`config.mk`:
```
export PLATFORM = sky130hd
export DESIGN_NAME = skit_cell
export DESIGN_NICKNAME = d
export VERILOG_FILES = /design/src/sv/skit_pkg.sv /design/src/sv/skit_cell.sv
export SDC_FILE = /design/constraint.sdc
export NUM_CORES = 1
export LEC_CHECK = 0
export ABC_AREA = 1
export BUFFER_PORTS_ARGS = -buffer_cell sky130_fd_sc_hd__buf_4
export CAP_MARGIN = 10
export CORE_ASPECT_RATIO = 1.4
export CORE_MARGIN = 1
export CORE_UTILIZATION = 47
export DETAILED_ROUTE_END_ITERATION = 8
export PLACE_DENSITY = 0.82
export SLEW_MARGIN = 5
export SYNTH_ARGS = -nofsm -noshare
export SYNTH_HDL_FRONTEND = slang
export SYNTH_SLANG_ARGS = --single-unit
```
`constraint.sdc`:
```
create_clock -name clk -period 4 [get_ports clk]
set_clock_uncertainty 0.15 [all_clocks]
set_input_delay 0.6 -clock clk [delete_from_list [all_inputs] [get_ports clk]]
set_output_delay 0.6 -clock clk [all_outputs]
set_load 0.1 [all_outputs]
```
`src/sv/skit_pkg.sv`:
```
// Types and codes shared by the sorted key index table files.
package skit_pkg;

  localparam int KEY_W   = 31;
  localparam int POS_W   = 63;
  localparam int RANK_W  = 8;
  localparam int COUNT_W = 9;

  localparam logic [1:0] REQ_PUT      = 2'd0;
  localparam logic [1:0] REQ_GET_KEY  = 2'd1;
  localparam logic [1:0] REQ_GET_RANK = 2'd2;
  localparam logic [1:0] REQ_IGNORED  = 2'd3;

  localparam logic [1:0] ST_OK         = 2'd0;
  localparam logic [1:0] ST_NOT_FOUND  = 2'd1;
  localparam logic [1:0] ST_TABLE_FULL = 2'd2;
  localparam logic [1:0] ST_LIST_FULL  = 2'd3;

  typedef struct packed {
    logic [1:0]        req_type;
    logic [KEY_W-1:0]  key;
    logic [POS_W-1:0]  pos;
    logic [RANK_W-1:0] rank;
  } skit_req_t;

  typedef struct packed {
    logic [1:0]         status;
    logic [KEY_W-1:0]   key_out;
    logic [POS_W-1:0]   pos_out;
    logic [COUNT_W-1:0] count;
    logic               last;
  } skit_rsp_t;

  // Command broadcast to every cell of the row
  typedef enum logic [2:0] {
    CMD_NONE  = 3'd0,
    CMD_CMP   = 3'd1,
    CMD_SWEEP = 3'd2,
    CMD_INS   = 3'd3,
    CMD_INC   = 3'd4
  } skit_cmd_t;

  typedef struct packed {
    skit_cmd_t         cmd;
    logic [KEY_W-1:0]  key;
    logic [RANK_W-1:0] rank;
    logic              by_rank;
  } skit_ctl_t;

endpackage

```
`src/sv/skit_cell.sv`:
```
// One entry of the sorted key row: key, slot pointer, list length and flags.
module skit_cell #(
  parameter int IDX = 0,
  parameter int SW  = 8,
  parameter int LW  = 5
) (
  input  logic                     clk,
  input  logic                     rst,
  input  skit_pkg::skit_ctl_t      ctl,
  input  logic [SW-1:0]            new_slot,
  input  logic                     l_vld,
  input  logic [skit_pkg::KEY_W-1:0] l_key,
  input  logic [SW-1:0]            l_slot,
  input  logic [LW-1:0]            l_len,
  input  logic                     l_lt,
  input  logic                     l_shf,
  input  logic                     l_bfnd,
  input  logic [skit_pkg::KEY_W-1:0] l_bkey,
  input  logic [SW-1:0]            l_bslot,
  input  logic [LW-1:0]            l_blen,
  output logic                     vld,
  output logic [skit_pkg::KEY_W-1:0] key,
  output logic [SW-1:0]            slot,
  output logic [LW-1:0]            len,
  output logic                     lt,
  output logic                     shf,
  output logic                     bfnd,
  output logic [skit_pkg::KEY_W-1:0] bkey,
  output logic [SW-1:0]            bslot,
  output logic [LW-1:0]            blen
);
  import skit_pkg::*;

  logic eq;
  logic place;
  logic hit;
  logic rank_hit;

  // Key order against the broadcast key; lt runs 1..1 0..0 along the row
  assign lt       = vld && (key < ctl.key);
  assign eq       = vld && (key == ctl.key);
  assign place    = !lt && l_lt;
  assign rank_hit = vld && (IDX == int'(ctl.rank));

  // Hold the entry; shift, insert or bump the length on command
  always_ff @(posedge clk) begin
    if (rst) begin
      vld  <= 1'b0;
      hit  <= 1'b0;
      shf  <= 1'b0;
      bfnd <= 1'b0;
    end else begin
      case (ctl.cmd)
        CMD_CMP: begin
          hit <= ctl.by_rank ? rank_hit : (place && eq);
          shf <= !lt;
        end
        CMD_SWEEP: begin
          if (hit) begin
            bfnd  <= 1'b1;
            bkey  <= key;
            bslot <= slot;
            blen  <= len;
          end else begin
            bfnd  <= l_bfnd;
            bkey  <= l_bkey;
            bslot <= l_bslot;
            blen  <= l_blen;
          end
        end
        CMD_INS: begin
          if (shf && !l_shf) begin
            vld  <= 1'b1;
            key  <= ctl.key;
            slot <= new_slot;
            len  <= LW'(1);
          end else if (shf) begin
            vld  <= l_vld;
            key  <= l_key;
            slot <= l_slot;
            len  <= l_len;
          end
        end
        CMD_INC: begin
          if (hit) begin
            len <= len + LW'(1);
          end
        end
        default: begin
        end
      endcase
    end
  end
endmodule

```
Word-level counts from Yosys, hierarchy flattened. Index checks and enable logic that the tools add are counted.

Logic and storage cells: 50. Input port bits: 145. Register bits after elaboration: 92.

Equality and inequality tests: 7. $add $sub $neg: 1. Bitwise logic cells: 1. Multiplexer cells: 15. Order comparisons: 1. Reduce and logical (&&, ||, !) cells: 15.

Operators by type and width (number): $mux 31 (3); $eq 31x31->1 (1); $lt 31x31->1 (1); $mux 8 (3); $mux 5 (4); $pmux 5 s2 (1); $logic_not 8->1 (1); $eq 3x2->1 const B (2); $logic_and 1x1->1 (6); $add 5x1->5 const B (1); $mux 1 (4); $reduce_and 2->1 (2); $reduce_and 4->1 (1); $reduce_bool 2->1 (2); $eq 3x1->1 const B (1); $eq 3x3->1 const B (1); $ne 3x3->1 const B (1); $reduce_and 3->1 (1); $logic_not 1->1 (2); $ne 2x2->1 const B (1); $not 1->1 (1).

Logic depth before layout (Yosys ltp).
Depth after elaboration: 6. Depth in mapped cells: 13.

Worst setup path before layout. No wires, ideal clock.

Path type: flip-flop to flip-flop. Start: reg shf. End: reg key[0] (netlist name), enable pin. Slack: 0.427 ns. Arrival time: 2.988 ns. Stages on the path, launching flop included: 3. Library setup time: 0.436 ns. Buffers on the path: 0. Cells stage by stage: dfxtp_1 > nand4_1 > nor2_1.

Word-level cells in the longest chain between the ends: 3.

RTL lines: start, declared (line skit_cell.sv:26) `output logic shf,`; start signal, assigned (line skit_cell.sv:56) `shf <= !lt;`; $logic_and 1x1->1 (line skit_cell.sv:72) `if (shf && !l_shf) begin`; $reduce_bool 2->1 (no line) (*); $reduce_and 3->1 (no line) (*); end signal, assigned (line skit_cell.sv:74) `key <= ctl.key;`; end signal, assigned (line skit_cell.sv:79) `key <= l_key;`; end, declared (line skit_cell.sv:22) `output logic [skit_pkg::KEY_W-1:0] key,`.

Every way passes the cells marked *; elsewhere a longest branch is shown, timed or not. A chain may end at the register's enable or synchronous reset.

Worst setup path in the final report.
Start: reg key[6] (netlist name). End: out lt.

Word-level cells in the longest chain between the ends: 2.

RTL lines: $lt 31x31->1 (line skit_cell.sv:40) `assign lt = vld && (key < ctl.key);`; $logic_and 1x1->1 (line skit_cell.sv:40); end, declared (line skit_cell.sv:25) `output logic lt,`.

No other way between the ends.

==> insert_results.sql <==
INSERT INTO impl_metrics (metric_group, metric, value, unit) VALUES
('logic_synthesis', 'count_of_state_elements_after_synthesis', '92', ''),
('grt', 'gr-max-usage-layer', 'met2', ''),
('cts', 'cts_tree', 'built', ''),
('cts', 'cts.path.max_buffers', '2', ''),
('sta', 'post-route-period-util', '70.8', '%'),
('sta', 'period_needed', '2.83', 'ns'),
('floorplanning', 'fp.dieH', '122', 'um'),
('grt', 'grt_util_met1', '25.8', '%'),
('floorplanning', 'die_area', '10700', 'um^2'),
('route', 'detail_route.iter0.violations', '194', ''),
('cts', 'clkLatencyLatePin', '0.34', 'ns'),
('grt', 'first_global_vias', '4358', ''),
('setup_path', 'critical_path_arrival', '2.08', 'ns'),
('setup_path', 'timing.critical_path.to_type', 'primary output', ''),
('final_layout', 'final_layout_size_suffix_gt1_share', '45.2', '%'),
('floorplanning', 'floorplan.core_area', '9950', 'um^2'),
('setup_path', 'cp_data_required_time', '3.25', 'ns'),
('setup_path', 'top_fanout_value_on_the_critical_path', '3', ''),
('job', 'drv_cap', '0', ''),
('cts', 'number_of_buffers_created_by_cts', '9', ''),
('grt', 'grt.total_usage', '25.9', '%'),
('grt', 'grt_first_pass_wirelength', '20500', 'um'),
('cts', 'clkTransAtPathRegs', '0.07', 'ns'),
('grt', 'global_route.usage.met2', '49.8', '%'),
('route', 'detail_route.wl_per_cell', '16.7', 'um'),
('cts', 'clkSinkCount', '92', ''),
('sta', 'timing.fmax', '0.353', 'GHz'),
('setup_path', 'reg2regPathDepth', '5', ''),
('logic_synthesis', 'ys_warn_count', '0', ''),
('logic_synthesis', 'syn-mean-instance-area', '10.8', 'um^2'),
('sta', 'max_slew_margin', '23.7', '%'),
('setup_path', 'start_kind', 'flop', ''),
('grt', 'globalRouteOverflowTotal', '0', ''),
('logic_synthesis', 'syn_nets', '625', ''),
('pwr', 'power.leakage', '3.26', 'nW'),
('logic_synthesis', 'synth_seq_area_share', '56.4', '%'),
('run_status', 'outcome', 'finished, final reports clean', ''),
('sta', 'final-setup-viol-count', '0', ''),
('pwr', 'irDropWorstVdd', '0.214', 'mV'),
('pwr', 'power.density', '318', 'nW/um^2'),
('grt', 'pin_count_of_the_biggest_net_entering_global_routing', '74', ''),
('floorplanning', 'die_w', '87.6', 'um'),
('sta', 'final_max_slew_viol_count', '0', ''),
('route', 'drt-total-wl', '13800', 'um'),
('grt', 'met3_usage', '4.27', '%'),
('logic_synthesis', 'post_synth_cell_types', '30', ''),
('floorplanning', 'initial_core_util', '48.5', '%'),
('cts', 'cts_root_buffer', 'sky130_fd_sc_hd__clkbuf_16', ''),
('route', 'ant_nets', '0', ''),
('floorplanning', 'ios', '237', ''),
('logic_synthesis', 'synth_cells', '448', ''),
('place', 'dpl.hpwl', '10800', 'um'),
('route', 'routed_via_count_divided_by_cell_count', '5.05', ''),
('sta', 'totalNegativeSetupSlack', '0', 'ns'),
('sta', 'worst_setup_slack_after_layout', '1.17', 'ns'),
('sta', 'worst_margin_slew', '1.14', 'ns'),
('cts', 'hold_buffers', '0', ''),
('floorplanning', 'core.rowCount', '43', ''),
('place', 'gp_congestion', '0.810', ''),
('route', 'drc', '0', ''),
('cts', 'htree_num_levels', '3', ''),
('sta', 'rsz_0062_raised_after_global_routing', 'no', ''),
('sta', 'final_hold_viol_count', '0', ''),
('cts', 'cts.repair_timing.setup_buffer_count', '0', ''),
('route', 'num_vias', '4175', ''),
('final_layout', 'diodes', '0', ''),
('min_path', 'timing.hold.worst.class', 'reg2reg', ''),
('setup_path', 'worst-setup-path-type', 'reg2out', ''),
('final_layout', 'flow.area_growth_from_synthesis', '45.6', '%'),
('final_layout', 'nNetsFinal', '863', ''),
('place', 'io_buffers', '236', ''),
('route', 'first_pass_iters', '4', ''),
('cts', 'cts.repair.resized', '0', ''),
('final_layout', 'num-fill-cells', '733', ''),
('logic_synthesis', 'syn_area', '4830', 'um^2'),
('place', 'dpl_worst_slack', '1.23', 'ns'),
('min_path', 'hold_depth', '2', ''),
('grt', 'antenna_found_initial', '0', '');
[cell type report]
type                            count  area [um^2]  share of cell area (%)
Sequential cell                    92         2720                    38.8
Timing Repair Buffer              240         1800                    25.7
Clock buffer                       12          246                    3.51
Inverter                           56          210                    2.99
Clock inverter                      4         26.3                   0.374
Multi-Input combinational cell    287         1850                    26.3
Tap cell                          135          169                    2.40
[worst max-delay path: stages, from the launching register on]
cell and delay, ns:
sky130_fd_sc_hd__edfxtp_1 0.42, sky130_fd_sc_hd__ha_1 0.32, sky130_fd_sc_hd__nand2_1 0.07, sky130_fd_sc_hd__nor2_1 0.23
sky130_fd_sc_hd__nand2_1 0.09, sky130_fd_sc_hd__nand2_1 0.09, sky130_fd_sc_hd__nand2_1 0.05, sky130_fd_sc_hd__nand2_1 0.06
sky130_fd_sc_hd__nand2_1 0.06, sky130_fd_sc_hd__nand2_2 0.08, sky130_fd_sc_hd__inv_1 0.05, sky130_fd_sc_hd__buf_4 0.23
[stage by stage]
| step | hold slack (ns) | instances | area [um^2] | utilization [%] | total power [W] |
|---|---|---|---|---|---|
| 4_1_cts | 0.331 | 826 | 7020 | 70.6 | 0.00224 |
| 5_1_grt | 0.358 | 826 | 7020 | 70.6 | 0.00230 |
| 2_1_floorplan | 0.519 | 448 | 4830 | - | 0.00130 |
| 3_3_place_gp | 0.310 | 810 | 6750 | 67.8 | 0.00145 |
| 3_5_place_dp | 0.320 | 810 | 6750 | 67.8 | 0.00146 |
| 6_report | 0.329 | 826 | 7020 | 70.6 | 0.00224 |
[cells in the final DEF, fill, tap and decap left out, drive strengths merged]
master	n
nor3	2
o211ai	1
o21ai	37
nand3	9
xor2	2
nor2	19
nand2	116
mux2	43
nor4	2
o21bai	1
xnor2	1
a31oi	1
a21oi	15
buf	240
a21o	1
clkbuf	12
dfxtp	4
nand4	3
nor3b	1
a211oi	1
clkinv	3
edfxtp	88
ha	32
clkinvlp	1
inv	56
[layer usage]
metal,vias up,wire length [um]
met3,30,902
met5,-,0
met4,0,488
met2,194,7600
li1,2020,-
met1,1931,4800
[final timing paths]
path / start / slack (ns) / end
min reg2reg: bfnd$_SDFFE_PP0N_ / 0.33 / bfnd$_SDFFE_PP0N_
max: key[6]$_DFFE_PP_ / 1.17 / lt
min: bfnd$_SDFFE_PP0N_ / 0.33 / bfnd$_SDFFE_PP0N_
max reg2reg: shf$_SDFFE_PP0N_ / 1.84 / key[29]$_DFFE_PP_
[report_power, final]
group,leakage [nW],switching [W],internal [W]
Sequential,0.829,0.0000114,0.00107
Clock,0.133,0.000360,0.000438
Combinational,2.30,0.000187,0.000166
Total,3.26,0.000558,0.00168
[sequential cells by signal, summed over array words and instances (netlist names), 5 cells and up]
| register | count |
|---|---|
| bkey | 31 |
| blen | 5 |
| bslot | 8 |
| key | 31 |
| len | 5 |
| slot | 8 |
[synthesized netlist by cell type (all sizes together)]
library cell,number,area share (%)
mux2,43,10
inv,56,4.4
edfxtp,88,55
nor2,19,1.6
a21o,1,0.16
clkbuf,6,0.47
dfxtp,4,1.7
a31oi,1,0.13
o21bai,1,0.16
nand3,9,0.93
a211oi,1,0.16
nand2,116,9.1
nor3,2,0.41
xnor2,1,0.18
a21oi,15,1.6
nor4,2,0.26
ha,32,8.3
nor3b,1,0.16
buf,7,0.80
xor2,2,0.36
o21ai,37,3.8
nand4,3,0.39
o211ai,1,0.16
[cell families (layout without fill, tap and decap cells)]
family                     count (synthesis)  count (layout)  synth area share, %
xor gates and xnor gates                   3               3                0.545
buffers and inverters                     69             312                 5.63
adders and majority gates                 32              32                 8.30
AOI/OAI and AO/OA                         57              57                 6.22
muxes                                     43              43                 10.0
DFF                                       92              92                 56.4
and+or+nand+nor                          152             152                 12.9
(Power assumes the default switching activity.)
