==> src/sv/skit_ram.sv <==
// Generic single-write, single-read RAM with registered read data.
module skit_ram #(
  parameter int WIDTH = 8,
  parameter int DEPTH = 16
) (
  input  logic                     clk,
  input  logic                     we,
  input  logic [$clog2(DEPTH)-1:0] waddr,
  input  logic [WIDTH-1:0]         wdata,
  input  logic [$clog2(DEPTH)-1:0] raddr,
  output logic [WIDTH-1:0]         rdata
);
  logic [WIDTH-1:0] mem [DEPTH];

  always_ff @(posedge clk) begin
    if (we) begin
      mem[waddr] <= wdata;
    end
    rdata <= mem[raddr];
  end
endmodule

==> config.mk <==
export PLATFORM = sky130hd
export DESIGN_NAME = skit_ram
export DESIGN_NICKNAME = d
export VERILOG_FILES = /design/src/sv/skit_ram.sv
export SDC_FILE = /design/constraint.sdc
export NUM_CORES = 1
export LEC_CHECK = 0
export BUFFER_PORTS_ARGS = -buffer_cell sky130_fd_sc_hd__buf_2
export CAP_MARGIN = 20
export CORE_MARGIN = 3
export CORE_UTILIZATION = 49
export CTS_CLUSTER_SIZE = 12
export DETAILED_ROUTE_END_ITERATION = 6
export GPL_TIMING_DRIVEN = 1
export HOLD_SLACK_MARGIN = 0.12
export PLACE_DENSITY = 0.63
export SYNTH_ARGS = -nofsm -noshare
export SYNTH_HDL_FRONTEND = slang
export SYNTH_SLANG_ARGS = --single-unit
==> constraint.sdc <==
create_clock -name clk -period 2.62 [get_ports clk]
set_input_delay 0.131 -clock clk [delete_from_list [all_inputs] [get_ports clk]]
set_output_delay 0.131 -clock clk [all_outputs]
set_load 0.005 [all_outputs]
Word-level counts from Yosys, hierarchy flattened
Memory sizes are Yosys's and may differ from the RTL's. A register that Yosys moved wholly into a read port is not among the register bits. Index checks and enable logic that the tools add are counted.

Mux-type cells: 2.

Operators by type and width (count): two-way mux 1 bit (2).

Memories: 1. Input port bits: 18. Register bits: 0. Output and inout bits: 8. Memory bits (writable): 128. Logic and storage cells: 3.

Memory list: mem (depth 16, width 8, rd ports 1, clocked after memory_dff 1, write ports 1, line 13) `logic [WIDTH-1:0] mem [DEPTH];`.

Depth between registers and ports, before layout
Gate-level depths: netlist of the first run.

Depth after elaboration: 2. Gate-level depth with buffers: 5. Gate-level depth less buffers: 3.

Worst setup path after synthesis of the first run
No wires, ideal clock.

Kind: input-to-reg. Start point: input port waddr[2]. End point: memory mem[0][0], enable pin. Buffers on the path: 0. Required time: 2237 ps. Library setup time: 383 ps. Arrival time: 1241 ps. Slack: 996 ps. Cell stages on the path: 2. Path through: or3b_2 nor3_1.

RTL lines: start, declared (line 8) `input logic [$clog2(DEPTH)-1:0] waddr,`; end, declared (line 13).

No word-level cell before the write port.

==> Implementation_results.wiki, run 1 <==
{| class="wikitable"
! Metric !! Value
|-
| Number of setup violations in the final report || 0
|-
| Launch point of the worst path || mem[1][3]
|-
| Initial drt markers || ~170
|-
| Total power consumption of the routed design || 5.21 mW
|-
| Insertion delay of the later-clocked pin in the worst-skew pair || 0.50 ns
|-
| Post-route clock period utilization || 51.8%
|-
| Post-CTS resize count || 0
|-
| Setup repair after global routing missed its margin || false
|-
| Post-detailed-route DRC marker count || 0
|-
| Crit Reg-Reg Endpoint || rdata[3]
|-
| Leakage Power || 2.14 nW
|-
| TritonCTS clock tree || yes
|-
| Worst endpoint required time || 3.01 ns
|-
| Hold violation count in the final report || 0
|-
| Vias in the first global route || 2,517
|-
| Cell Count Post-Placement || between 300 and 400
|-
| Sum of routed wire length over all layers || 9610 um
|-
| Period minus WS final || 1.36 ns
|-
| Core box area || 10000 um2
|-
| Effective utilization at floorplan || approximately half
|-
| Relative contribution of sequential cells to total power || 47.0%
|-
| Comb power frac || under 10%
|-
| Count of final max-slew check failures || 0
|-
| Layout cell share with drive strength beyond 1 || 30.6%
|-
| Synth area leaders || sky130_fd_sc_hd__edfxtp_1 (75%), sky130_fd_sc_hd__mux4_2 (7.9%), sky130_fd_sc_hd__mux4_1 (7.1%)
|-
| Drt via density || 5.56
|-
| Clock-pin slew on the worst setup and hold paths || about 0.06 ns
|-
| Library cell with the largest summed area after synthesis || sky130_fd_sc_hd__edfxtp_1
|-
| Sinks on the clock net || 136
|-
| Share of total power in the clock network || 48.7%
|-
| Pwr dens || approximately 840 nW/um2
|-
| Worst Setup Slack post-DPL || roughly 0.84 ns
|-
| DRT Pass-1 Iters || 4
|-
| Post-route design area || 6220 um2
|-
| Die outline area || 11,800 um2
|-
| Total number of yosys warnings || 0
|-
| Slack of the worst reg-to-reg path || around 1.3 ns
|-
| TritonCTS Buffers || 17
|-
| Number of routed nets with antenna violations || 0
|-
| DP Area || 5490 um2
|-
| Measured slew at the worst slew-check pin || approximately 0.89 ns
|-
| Worst Setup Start Kind || register
|-
| Final sum of negative setup slack || 0 ns
|-
| Data arrival time at the worst-slack endpoint || 1.75 ns
|-
| HPWL reported at the end of detailed placement || 6030 um
|-
| Non-filler cells, final || 434
|-
| Post-Syn Nets || approximately 250
|-
| Number of H-tree levels || 4
|-
| Total Nets Final || 306
|-
| Filler Cell Count || around 700
|-
| Routed WL per cell || 22.1 um
|-
| Peak Freq || ~740 MHz
|-
| Global-route wire length before repair || 14,800 um
|-
| Worst IR Drop VDD || 0.387 mV
|-
| CTS max path bufs || 2
|-
| Vert. Die Dim || 108 um
|-
| GRT Resource Usage Total || between 10% and 20%
|-
| Normalized max-slew margin || around 40%
|-
| Count of input and output buffers || 25
|-
| Count of maximum capacitance violations || 0
|-
| DIE WIDTH || 108 um
|-
| Sw Share || roughly a fifth
|-
| Worst reg-to-reg path cell count || 3
|-
| Endpoint class of the critical path || register
|-
| Endpoint of the worst setup timing path || rdata[3]
|-
| Seq/Total Area, Yosys || 77.8%
|-
| Worst-path maximum fanout || 1
|-
| Mapped Cells || 229
|-
| Detailed-route via count || approximately 2,400
|-
| Overflow left after global routing || 0
|-
| Number of distinct library cells after synthesis || 19
|-
| P&R area growth vs syn || 20.9%
|-
| Startpoint of the worst register-to-register path || mem[1][3]
|-
| Share of the synthesized area in the top cell type || between 70% and 80%
|-
| Worst min-delay path category || in -> reg
|-
| Internal power consumption || 4.21 mW
|-
| Clock Root Buffer || sky130_fd_sc_hd__clkbuf_8
|-
| Io pins || 26
|-
| Largest clock skew in the final design || 0.00967 ns
|-
| Flops & latches, synth || 136
|-
| Worst Setup Slack, final || 1.26 ns
|-
| Result of the run || finished clean
|-
| Synthesized cell area || 5150 um2
|-
| Final estimated routing congestion in global placement || 0.727
|-
| Antenna violations before repair || 0
|-
| Diodes inserted || 0
|-
| Pin count of the biggest net entering global routing || 26
|-
| Placement Rows || 36
|-
| Average cell area after synthesis || 22.5 um2
|-
| Switch Pwr || 998 uW
|-
| Kind of critical path || reg -> reg
|}
worst min path at each step:
| stage | start | endpoint | slack (ns) | depth (start not counted) |
|---|---|---|---|---|
| floorplan | wdata[0] | mem[0][0] | 0.23 | 0 |
| global placement | rdata[7] | rdata[7] | 0.51 | 1 |
| detailed placement | rdata[7] | rdata[7] | 0.51 | 1 |
| CTS | waddr[0] | mem[0][4] | 0.16 | 3 |
| global route | waddr[0] | mem[8][4] | 0.20 | 3 |
| finish | waddr[0] | mem[0][4] | 0.20 | 3 |
cells in the mapped netlist (all sizes together):
master	n
dfxtp	8
nand2	9
buf	7
nor2	13
and2b	1
nand2b	2
a22oi	16
mux4	32
nor2b	1
nor3	4
and2	1
edfxtp	128
or3b	1
clkdlybuf4s25	3
nand3	1
nand3b	2
placed cells by master, fill, tap and decap left out, types with 4 or more instances in the layout:
cell                            instances
sky130_fd_sc_hd__dfxtp_1                8
sky130_fd_sc_hd__a22oi_1               16
sky130_fd_sc_hd__dlygate4sd3_1          8
sky130_fd_sc_hd__nor2_1                13
sky130_fd_sc_hd__buf_2                 25
sky130_fd_sc_hd__clkbuf_16             16
sky130_fd_sc_hd__nor3_1                 4
sky130_fd_sc_hd__bufinv_16              5
sky130_fd_sc_hd__mux4_2                18
sky130_fd_sc_hd__edfxtp_1             128
sky130_fd_sc_hd__mux4_1                14
sky130_fd_sc_hd__clkinv_4               7
sky130_fd_sc_hd__buf_4                 16
sky130_fd_sc_hd__nand2_1                9
critical path, stage by stage (launching register included):
cell                       delay [ns]
sky130_fd_sc_hd__edfxtp_1        0.36
sky130_fd_sc_hd__mux4_1          0.54
sky130_fd_sc_hd__a22oi_1         0.27
sky130_fd_sc_hd__nand2_1         0.08
metrics by stage:
step	utilization, %	hold slack [ns]
2_1_floorplan	-	0.230
3_3_place_gp	54.9	0.510
3_5_place_dp	54.9	0.513
4_1_cts	62.2	0.162
5_1_grt	62.2	0.202
6_report	62.2	0.196
power groups by stage:
stage | Combinational (mW) | Sequential [mW] | Clock [mW]
5_1_grt | 0.246 | 2.45 | 2.67
2_1_floorplan | 0.123 | 2.49 | 0
3_3_place_gp | 0.217 | 2.49 | 0
3_5_place_dp | 0.221 | 2.49 | 0
4_1_cts | 0.231 | 2.45 | 2.58
6_report | 0.225 | 2.45 | 2.54
sequential cells by signal, indices dropped and copies added, names as in the netlist:
name   cells
rdata      8
mem      128
final cells by class:
cell class | count | area [um2] | share of cell area, %
clock buffer | 19 | 432 | 6.93
clock inverter | 13 | 220 | 3.54
multi-input combinational | 83 | 1060 | 17.0
sequential | 136 | 4000 | 64.3
tap | 133 | 166 | 2.67
timing repair buffer | 50 | 345 | 5.55
timing repair:
action | 4_1_cts | 5_1_grt
endpoints found under the setup margin | 0 | 0
endpoints found under the hold margin | 128 | 0
hold buffers | 8 | 0
setup buffers | 0 | 0
logic make-up after synthesis:
kind of cell,synth area share (%)
buffers and inverters,1.68
AND/OR/NAND/NOR,3.18
multiplexers,15.0
flip-flops,77.8
AO/OA/AOI/OAI,2.33
per-layer routing:
metal  part of all wire, %  up-vias  global-route usage (%)
met5                     0        -                       0
met4                   1.3        0                    6.76
met3                   4.3        8                    4.90
met2                    50       59                    27.8
met1                    44     1253                    25.3
li1                      -     1095                       -
Note: power is estimated with default switching activity, not from simulation.
==> inputs of run 2 (changes only) <==
==> constraint.sdc (replaced) <==
create_clock -name clk -period 1.3 [get_ports clk]
set_input_delay 0.065 -clock clk [delete_from_list [all_inputs] [get_ports clk]]
set_output_delay 0.065 -clock clk [all_outputs]
set_load 0.005 [all_outputs]
==> run 2 against run 1 <==
  * The run now ends with setup timing left
  * Worst setup slack worse by 1.3 ns
  * Combinational power up 140%
  * Maximum frequency is 3.4% higher
  * Core utilization is 1.3 points higher
  * Worst hold slack worse by 0.0082 ns
  * Die area did not move
  * Clock skew is 0.00095 ns lower
  * First-iteration DRC count up 38%
  * Critical path depth stayed put
  * Clock-buffer cell count increased by 2
  * Largest power group is now registers
  * Highest routed layer unchanged
==> Implementation_results.wiki, run 2 (synthesized netlist as in run 1, its figures left out) <==
{| class="wikitable"
! Metric !! Value
|-
| Result of the run || finished with violations
|-
| Violated checks || setup timing
|-
| Startpoint of the worst register-to-register path || mem[8][6]
|-
| Measured slew at the worst slew-check pin || 0.836 ns
|-
| Worst IR Drop VDD || 0.881 mV
|-
| Share of total power in the clock network || 46.4%
|-
| Insertion delay of the later-clocked pin in the worst-skew pair || 0.50 ns
|-
| Largest stage delay on the critical path || a little over 0.5 ns
|-
| Detailed-route via count || roughly 2,500
|-
| Comb power frac || 5.2%
|-
| Setup repair after global routing missed its margin || true
|-
| Total power consumption of the routed design || 10.2 mW
|-
| Hold violation count in the final report || 0
|-
| Die outline area || 11,800 um2
|-
| Effective utilization at floorplan || 51.5%
|-
| Slowest library cell on the worst path || sky130_fd_sc_hd__mux4_2
|-
| Sw Share || 19.7%
|-
| Pwr dens || 1600 nW/um2
|-
| Commonest non-fill, non-tap cell in the layout || sky130_fd_sc_hd__edfxtp_1
|-
| Pin count of the biggest net entering global routing || 17
|-
| Multi-input logic area || 1080 um2
|-
| Count of maximum capacitance violations || 0
|-
| Buffering stage count on the worst path with inverters included || 0
|-
| Number of routed nets with antenna violations || 0
|-
| Normalized max-slew margin || roughly 44%
|-
| # Post-CTS Setup Buffers || 0
|-
| Relative contribution of sequential cells to total power || 48.4%
|-
| Final estimated routing congestion in global placement || a little over 0.7
|-
| Global Route met3 Usage || 3.76%
|-
| P&R area growth vs syn || 23.4%
|-
| Hold path cells || 5
|-
| Initial drt markers || between 200 and 250
|-
| Kind of critical path || reg -> reg
|-
| Global-route wire length before repair || ~15,000 um
|-
| Slack of the worst reg-to-reg path || -0.01 ns
|-
| Worst min-delay path startpoint || raddr[1]
|-
| Post-route clock period utilization || 101%
|-
| Number of H-tree levels || 4
|-
| Period minus WS final || 1.31 ns
|-
| Sum of routed wire length over all layers || just under 10,000 um
|-
| Leakage Power || 2.17 nW
|-
| Register with the highest flop count || mem
|-
| Diodes inserted || 0
|-
| TritonCTS Buffers || 17
|-
| Clock-pin slew on the worst setup and hold paths || ~0.060 ns
|-
| Switch Pwr || 2.01 mW
|-
| Count of input and output buffers || 25
|-
| GRT met2 Usage || between 20 and 30%
|-
| Total Nets Final || between 300 and 400
|-
| Highest-utilization routing layer at the global route stage || met2
|-
| Worst-path maximum fanout || 1
|-
| Io pins || 26
|-
| Data arrival time at the worst-slack endpoint || ~1.7 ns
|-
| Met1 global-route usage || 25.4%
|-
| Antenna violations before repair || 0
|-
| Largest registers || mem (128), rdata (8)
|-
| CTS max path bufs || 2
|-
| Post-detailed-route DRC marker count || 0
|-
| Worst Setup Slack, final || -0.0120 ns
|-
| TritonCTS clock tree || yes
|-
| DRT Pass-1 Iters || 4
|-
| Worst Setup Start Kind || register
|-
| Largest clock skew in the final design || roughly 0.0087 ns
|-
| Peak Freq || 762 MHz
|-
| Layout cell share with drive strength beyond 1 || 38.9%
|-
| Worst path top cell family by delay || multiplexers
|-
| Number of flip-flops under the largest register name || 128
|-
| Worst reg-to-reg path cell count || 3
|-
| Crit Reg-Reg Endpoint || rdata[6]
|-
| Internal power consumption || between 8 and 9 mW
|-
| Vert. Die Dim || 108 um
|-
| Number of setup violations in the final report || 1
|-
| Final sum of negative setup slack || -0.0120 ns
|-
| Count of final max-slew check failures || 0
|-
| Most frequent cells in the layout || sky130_fd_sc_hd__edfxtp_1 (128), sky130_fd_sc_hd__buf_4 (29), sky130_fd_sc_hd__mux4_2 (26), sky130_fd_sc_hd__buf_2 (25), sky130_fd_sc_hd__clkbuf_16 (16)
|-
| Worst endpoint required time || 1.68 ns
|-
| Drt via density || 5.49
|-
| List of cells traversed by the critical path || mux4_2 -> a22oi_2 -> nand2_1
|-
| Vias in the first global route || approximately 2,600
|-
| Routed WL per cell || 21.3 um
|-
| DIE WIDTH || 108 um
|-
| Placement Rows || 36
|-
| HPWL reported at the end of detailed placement || between 6000 and 7000 um
|-
| Filler Cell Count || 695
|-
| Endpoint class of the critical path || register
|-
| Core box area || ~10000 um2
|-
| Clock Root Buffer || sky130_fd_sc_hd__clkbuf_8
|-
| Sequential Area || 4000 um2
|-
| Worst min-delay path category || in -> reg
|-
| GRT Resource Usage Total || 18.2%
|-
| Worst hold path endpoint || rdata[2]
|-
| Sinks on the clock net || 136
|-
| Overflow left after global routing || 0
|}
## run 2: cell types whose count changed in the layout (fill, tap and decap cells not counted), moves of 4 or more
cell                            before  now
sky130_fd_sc_hd__a22oi_1            16    6
sky130_fd_sc_hd__a22oi_2             0   10
sky130_fd_sc_hd__buf_4              16   29
sky130_fd_sc_hd__clkinv_4            7    3
sky130_fd_sc_hd__dlygate4sd3_1       8   12
sky130_fd_sc_hd__mux4_1             14    6
sky130_fd_sc_hd__mux4_2             18   26
## run 2: worst min-delay path, delay by kind of cell
family	cells	cell delay, ns
compound gates	1	0.06
simple gates	1	0.07
buf+inv	2	0.27
mux	1	0.17
## run 2: how the worst max path moves through the flow
stage	startpoint	endpoint	slack (ns)	cells past startpoint
3_3_place_gp	raddr[0]	rdata[2]	-0.29	6
6_report	mem[8][6]	rdata[6]	-0.01	3
5_1_grt	mem[8][4]	rdata[4]	-0.04	3
4_1_cts	mem[8][6]	rdata[6]	-0.03	3
2_1_floorplan	waddr[2]	mem[3][0]	-0.03	2
3_5_place_dp	raddr[0]	rdata[2]	-0.31	6
## run 2: repair_timing
action / 4_1_cts / 5_1_grt
endpoints found under the hold margin: 139 / 0
hold buffers: 12 / 0
setup endpoints to repair: 5 / 7
pin swaps: 6 / 5
resized for setup: 7 / 11
## run 2: power by group through the flow
stage	combinational, mW	sequential, mW	clock [mW]
2_1_floorplan	0.249	5.02	0
3_3_place_gp	0.479	5.02	0
3_5_place_dp	0.490	5.02	0
4_1_cts	0.528	4.93	4.77
5_1_grt	0.578	4.94	4.98
6_report	0.532	4.93	4.73
## run 2: cell type report
cell class	count	area share [%]
Clock inverter	11	2.34
Clock buffer	21	7.07
Timing Repair Buffer	68	7.92
Tap cell	133	2.62
Multi-Input combinational cell	83	17.0
Sequential cell	136	63.0
## run 2: per-layer routing
layer  share of wire (%)  vias to the layer above
met5                   0                        -
met4                0.81                        0
met3                 2.9                        6
met2                  51                       53
met1                  45                     1304
li1                    -                     1118
## run 2: per-stage QoR
step | setup WS, ns | cells | utilization (%) | area (um2) | hold WS [ns]
floorplan | -0.0311 | 229 | - | 5150 | 0.164
global placement | -0.289 | 409 | 56.2 | 5620 | 0.442
detailed placement | -0.311 | 409 | 56.2 | 5620 | 0.445
CTS | -0.0298 | 452 | 63.5 | 6350 | 0.171
global route | -0.0383 | 452 | 63.5 | 6350 | 0.201
finish | -0.0120 | 452 | 63.5 | 6350 | 0.188
==> inputs of run 3 (changes only) <==
--- a/config.mk
+++ b/config.mk
@@ -5,15 +5,17 @@
 export SDC_FILE = /design/constraint.sdc
 export NUM_CORES = 1
 export LEC_CHECK = 0
+export ABC_AREA = 1
 export BUFFER_PORTS_ARGS = -buffer_cell sky130_fd_sc_hd__buf_2
 export CAP_MARGIN = 20
-export CORE_MARGIN = 3
+export CORE_MARGIN = 2
 export CORE_UTILIZATION = 49
 export CTS_CLUSTER_SIZE = 12
 export DETAILED_ROUTE_END_ITERATION = 6
 export GPL_TIMING_DRIVEN = 1
 export HOLD_SLACK_MARGIN = 0.12
 export PLACE_DENSITY = 0.63
+export REMOVE_ABC_BUFFERS = 1
 export SYNTH_ARGS = -nofsm -noshare
 export SYNTH_HDL_FRONTEND = slang
 export SYNTH_SLANG_ARGS = --single-unit
==> run 3 against run 2 <==
  * Maximum frequency increased by 21%
  * Non-clock buffer count decreased by 7
  * Clock-buffer cell count increased by 1
  * Critical endpoint is now rdata[7]
  * Critical path depth increased by 4
  * The flow now finishes without violations
  * Worst hold slack improved by 0.10 ns
  * Final area increased by 7.2%
  * Combinational power increased by 16%
  * Sequential share of layout area decreased by 4.2 points
  * Cell count increased by 69%
==> Implementation_results.wiki, run 3 <==
{| class="wikitable"
! Metric !! Value
|-
| Post-CTS resize count || 0
|-
| Number of routed nets with antenna violations || 0
|-
| Commonest non-fill, non-tap cell in the layout || sky130_fd_sc_hd__nand2_1
|-
| P&R area growth vs syn || 18.1%
|-
| Number of flip-flops under the largest register name || 128
|-
| Period minus WS final || 1.08 ns
|-
| Placement Rows || 39
|-
| Largest clock skew in the final design || 0.00839 ns
|-
| Average cell area after synthesis || approximately 10 um2
|-
| TritonCTS Buffers || 17
|-
| Initial drt markers || 328
|-
| Drt via density || ~5.0
|-
| Pwr dens || 1500 nW/um2
|-
| Total Nets Final || 625
|-
| Worst min-delay path category || in -> reg
|-
| Flops & latches, synth || 136
|-
| Largest registers || mem (128), rdata (8)
|-
| List of cells traversed by the critical path || dlygate4sd3_1 -> buf_2 -> inv_1 -> buf_4 -> nand3_1 -> nand3_1 -> nand2_1
|-
| Number of H-tree levels || 4
|-
| Buffering stage count on the worst path with inverters included || 4
|-
| Die outline area || approximately 13,000 um2
|-
| Setup repair after global routing missed its margin || false
|-
| Share of the synthesized area in the top cell type || 66.7%
|-
| Synth cell count leaders || sky130_fd_sc_hd__nand2_1 (173), sky130_fd_sc_hd__edfxtp_1 (128), sky130_fd_sc_hd__inv_1 (100)
|-
| DRT Pass-1 Iters || 5
|-
| Total number of yosys warnings || 0
|-
| Final estimated routing congestion in global placement || 0.820
|-
| Worst endpoint required time || 1.59 ns
|-
| Overflow left after global routing || 0
|-
| Cell with the most instances after synthesis || sky130_fd_sc_hd__nand2_1
|-
| Number of setup violations in the final report || 0
|-
| Synthesized cell area || between 5000 and 6000 um2
|-
| Largest stage delay on the critical path || 0.53 ns
|-
| Final sum of negative setup slack || 0 ns
|-
| Count of final max-slew check failures || 0
|-
| Slowest library cell on the worst path || sky130_fd_sc_hd__dlygate4sd3_1
|-
| Sinks on the clock net || 136
|-
| Measured slew at the worst slew-check pin || about 0.33 ns
|-
| Library cell with the largest summed area after synthesis || sky130_fd_sc_hd__edfxtp_1
|-
| # Post-CTS Setup Buffers || 0
|-
| Worst IR Drop VDD || 0.816 mV
|-
| HPWL reported at the end of detailed placement || between 7000 and 8000 um
|-
| Worst-path maximum fanout || 8
|-
| Non-filler cells, final || 763
|-
| Hold violation count in the final report || 0
|-
| Worst path top cell family by delay || buffers and inverters
|-
| Most common cell on crit path || sky130_fd_sc_hd__nand3_1
|-
| Filler Cell Count || 938
|-
| Worst Setup Start Kind || input port
|-
| Kind of critical path || in -> reg
|-
| Result of the run || finished clean
|-
| Sum of routed wire length over all layers || roughly 12,000 um
|-
| Register with the highest flop count || mem
|-
| Count of input and output buffers || 25
|-
| Clock Root Buffer || sky130_fd_sc_hd__clkbuf_16
|-
| Layout cell share with drive strength beyond 1 || 12.9%
|-
| Count of maximum capacitance violations || 0
|-
| Core box area || 11,500 um2
|-
| DIE WIDTH || roughly 110 um
|-
| Detailed-route via count || approximately 3,800
|-
| Compound-cell area share of the yosys netlist || 0%
|-
| Insertion delay of the later-clocked pin in the worst-skew pair || 0.40 ns
|-
| TritonCTS clock tree || yes
|-
| Share of flip-flops with an asynchronous set or reset || 0%
|-
| Adder-cell share of the synthesized area || 0%
|-
| Normalized max-slew margin || 78.1%
|-
| Synth Area in XOR/XNOR || 0%
|-
| Primary flip-flop cell chosen by synthesis mapping || sky130_fd_sc_hd__edfxtp_1
|-
| Endpoint class of the critical path || register
|-
| Effective utilization at floorplan || 50.3%
|-
| Leakage Power || 2.98 nW
|-
| Global-route wire length before repair || a little under 20,000 um
|-
| Data arrival time at the worst-slack endpoint || 1.37 ns
|-
| Post-synthesis share of cell area spent on and, or, nand and nor gates || a little over a fifth
|-
| Number of flops mapped to enable cells by yosys || about 130
|-
| GRT Resource Usage Total || 20.8%
|-
| Post-route clock period utilization || 83.2%
|-
| Io pins || 26
|-
| Number of distinct library cells after synthesis || 12
|-
| Synth area leaders || sky130_fd_sc_hd__edfxtp_1 (67%), sky130_fd_sc_hd__nand2_1 (11%), sky130_fd_sc_hd__nand3_1 (8.4%)
|-
| Mux cell area share after synthesis || 0%
|-
| CTS max path bufs || 2
|-
| Most frequent cells in the layout || sky130_fd_sc_hd__nand2_1 (173), sky130_fd_sc_hd__edfxtp_1 (128), sky130_fd_sc_hd__inv_1 (100), sky130_fd_sc_hd__nand3_1 (97), sky130_fd_sc_hd__buf_2 (25)
|-
| Mapped Cells || 551
|-
| Routed WL per cell || 16.1 um
|-
| Diodes inserted || 0
|-
| Cell Count Post-Placement || ~700
|-
| Pin count of the biggest net entering global routing || 65
|-
| Main combinational cell family by area after synthesis || simple AND/OR/NAND/NOR gates
|-
| Vert. Die Dim || 112 um
|-
| Peak Freq || 924 MHz
|-
| Post-detailed-route DRC marker count || 0
|-
| Seq/Total Area, Yosys || 69.4%
|-
| Clock-pin slew on the worst setup and hold paths || 0.06 ns
|-
| Antenna violations before repair || 0
|-
| Vias in the first global route || 3,818
|}
## run 3: kinds of logic (layout without fill, tap and decap cells)
family	count (synthesis)	count (layout)
buffers and inverters	126	195
and+or+nand+nor	289	289
DFF	136	136
## run 3: cell type report
class | count | area [um2] | share of cell area (%)
flip-flops and latches | 136 | 4000 | 58.8
multi-input cells | 289 | 1210 | 17.8
repair buffers | 61 | 458 | 6.72
clock buffers | 22 | 444 | 6.52
inverters | 102 | 383 | 5.62
well taps | 143 | 179 | 2.63
clock inverters | 10 | 130 | 1.91
## run 3: path summary, 6_finish.rpt
kind | start | end | slack, ns | depth (start not counted)
worst max register to register | mem[0][7] | rdata[7] | 0.29 | 6
worst min register to register | mem[10][6] | rdata[6] | 0.65 | 6
worst max-delay path | raddr[2] | rdata[7] | 0.22 | 7
worst min-delay path | raddr[1] | rdata[0] | 0.29 | 6
## run 3: metrics by stage
stage / total power, mW / utilization [%] / cell area [um2] / hold slack (ns) / setup slack (ns)
final: 10.2 / 59.4 / 6810 / 0.287 / 0.218
after global routing: 10.5 / 59.4 / 6810 / 0.320 / 0.164
after floorplan: 5.28 / - / 5600 / 0.164 / 0.255
after detailed placement: 5.62 / 53.5 / 6140 / 0.442 / 0.153
after CTS: 10.3 / 59.4 / 6810 / 0.278 / 0.244
after global placement: 5.60 / 53.5 / 6140 / 0.445 / 0.162
## run 3: what timing repair did
item / 4_1_cts / 5_1_grt
hold buffers: 10 / 0
setup endpoints to repair: 0 / 0
hold endpoints to repair: 136 / 0
## run 3: worst reg2reg max path: stages, from the launching register on
cell and delay (ns):
sky130_fd_sc_hd__edfxtp_1 0.36, sky130_fd_sc_hd__inv_1 0.07, sky130_fd_sc_hd__nand2_1 0.06, sky130_fd_sc_hd__nand3_1 0.09, sky130_fd_sc_hd__nand3_1 0.11, sky130_fd_sc_hd__nand3_1 0.12
sky130_fd_sc_hd__nand2_1 0.09
## run 3: metal layers
layer | wire [um] | global-route usage [%]
met5 | 0 | 0
met4 | 181 | 7.48
met3 | 771 | 4.21
met2 | 6100 | 33.7
met1 | 5270 | 28.1
## run 3: power by group
group	switching (mW)	leakage [nW]	internal [mW]	total, mW
registers	0.0270	1.22	4.90	4.93
logic	0.408	1.48	0.210	0.617
clock network	1.67	0.278	3.00	4.67
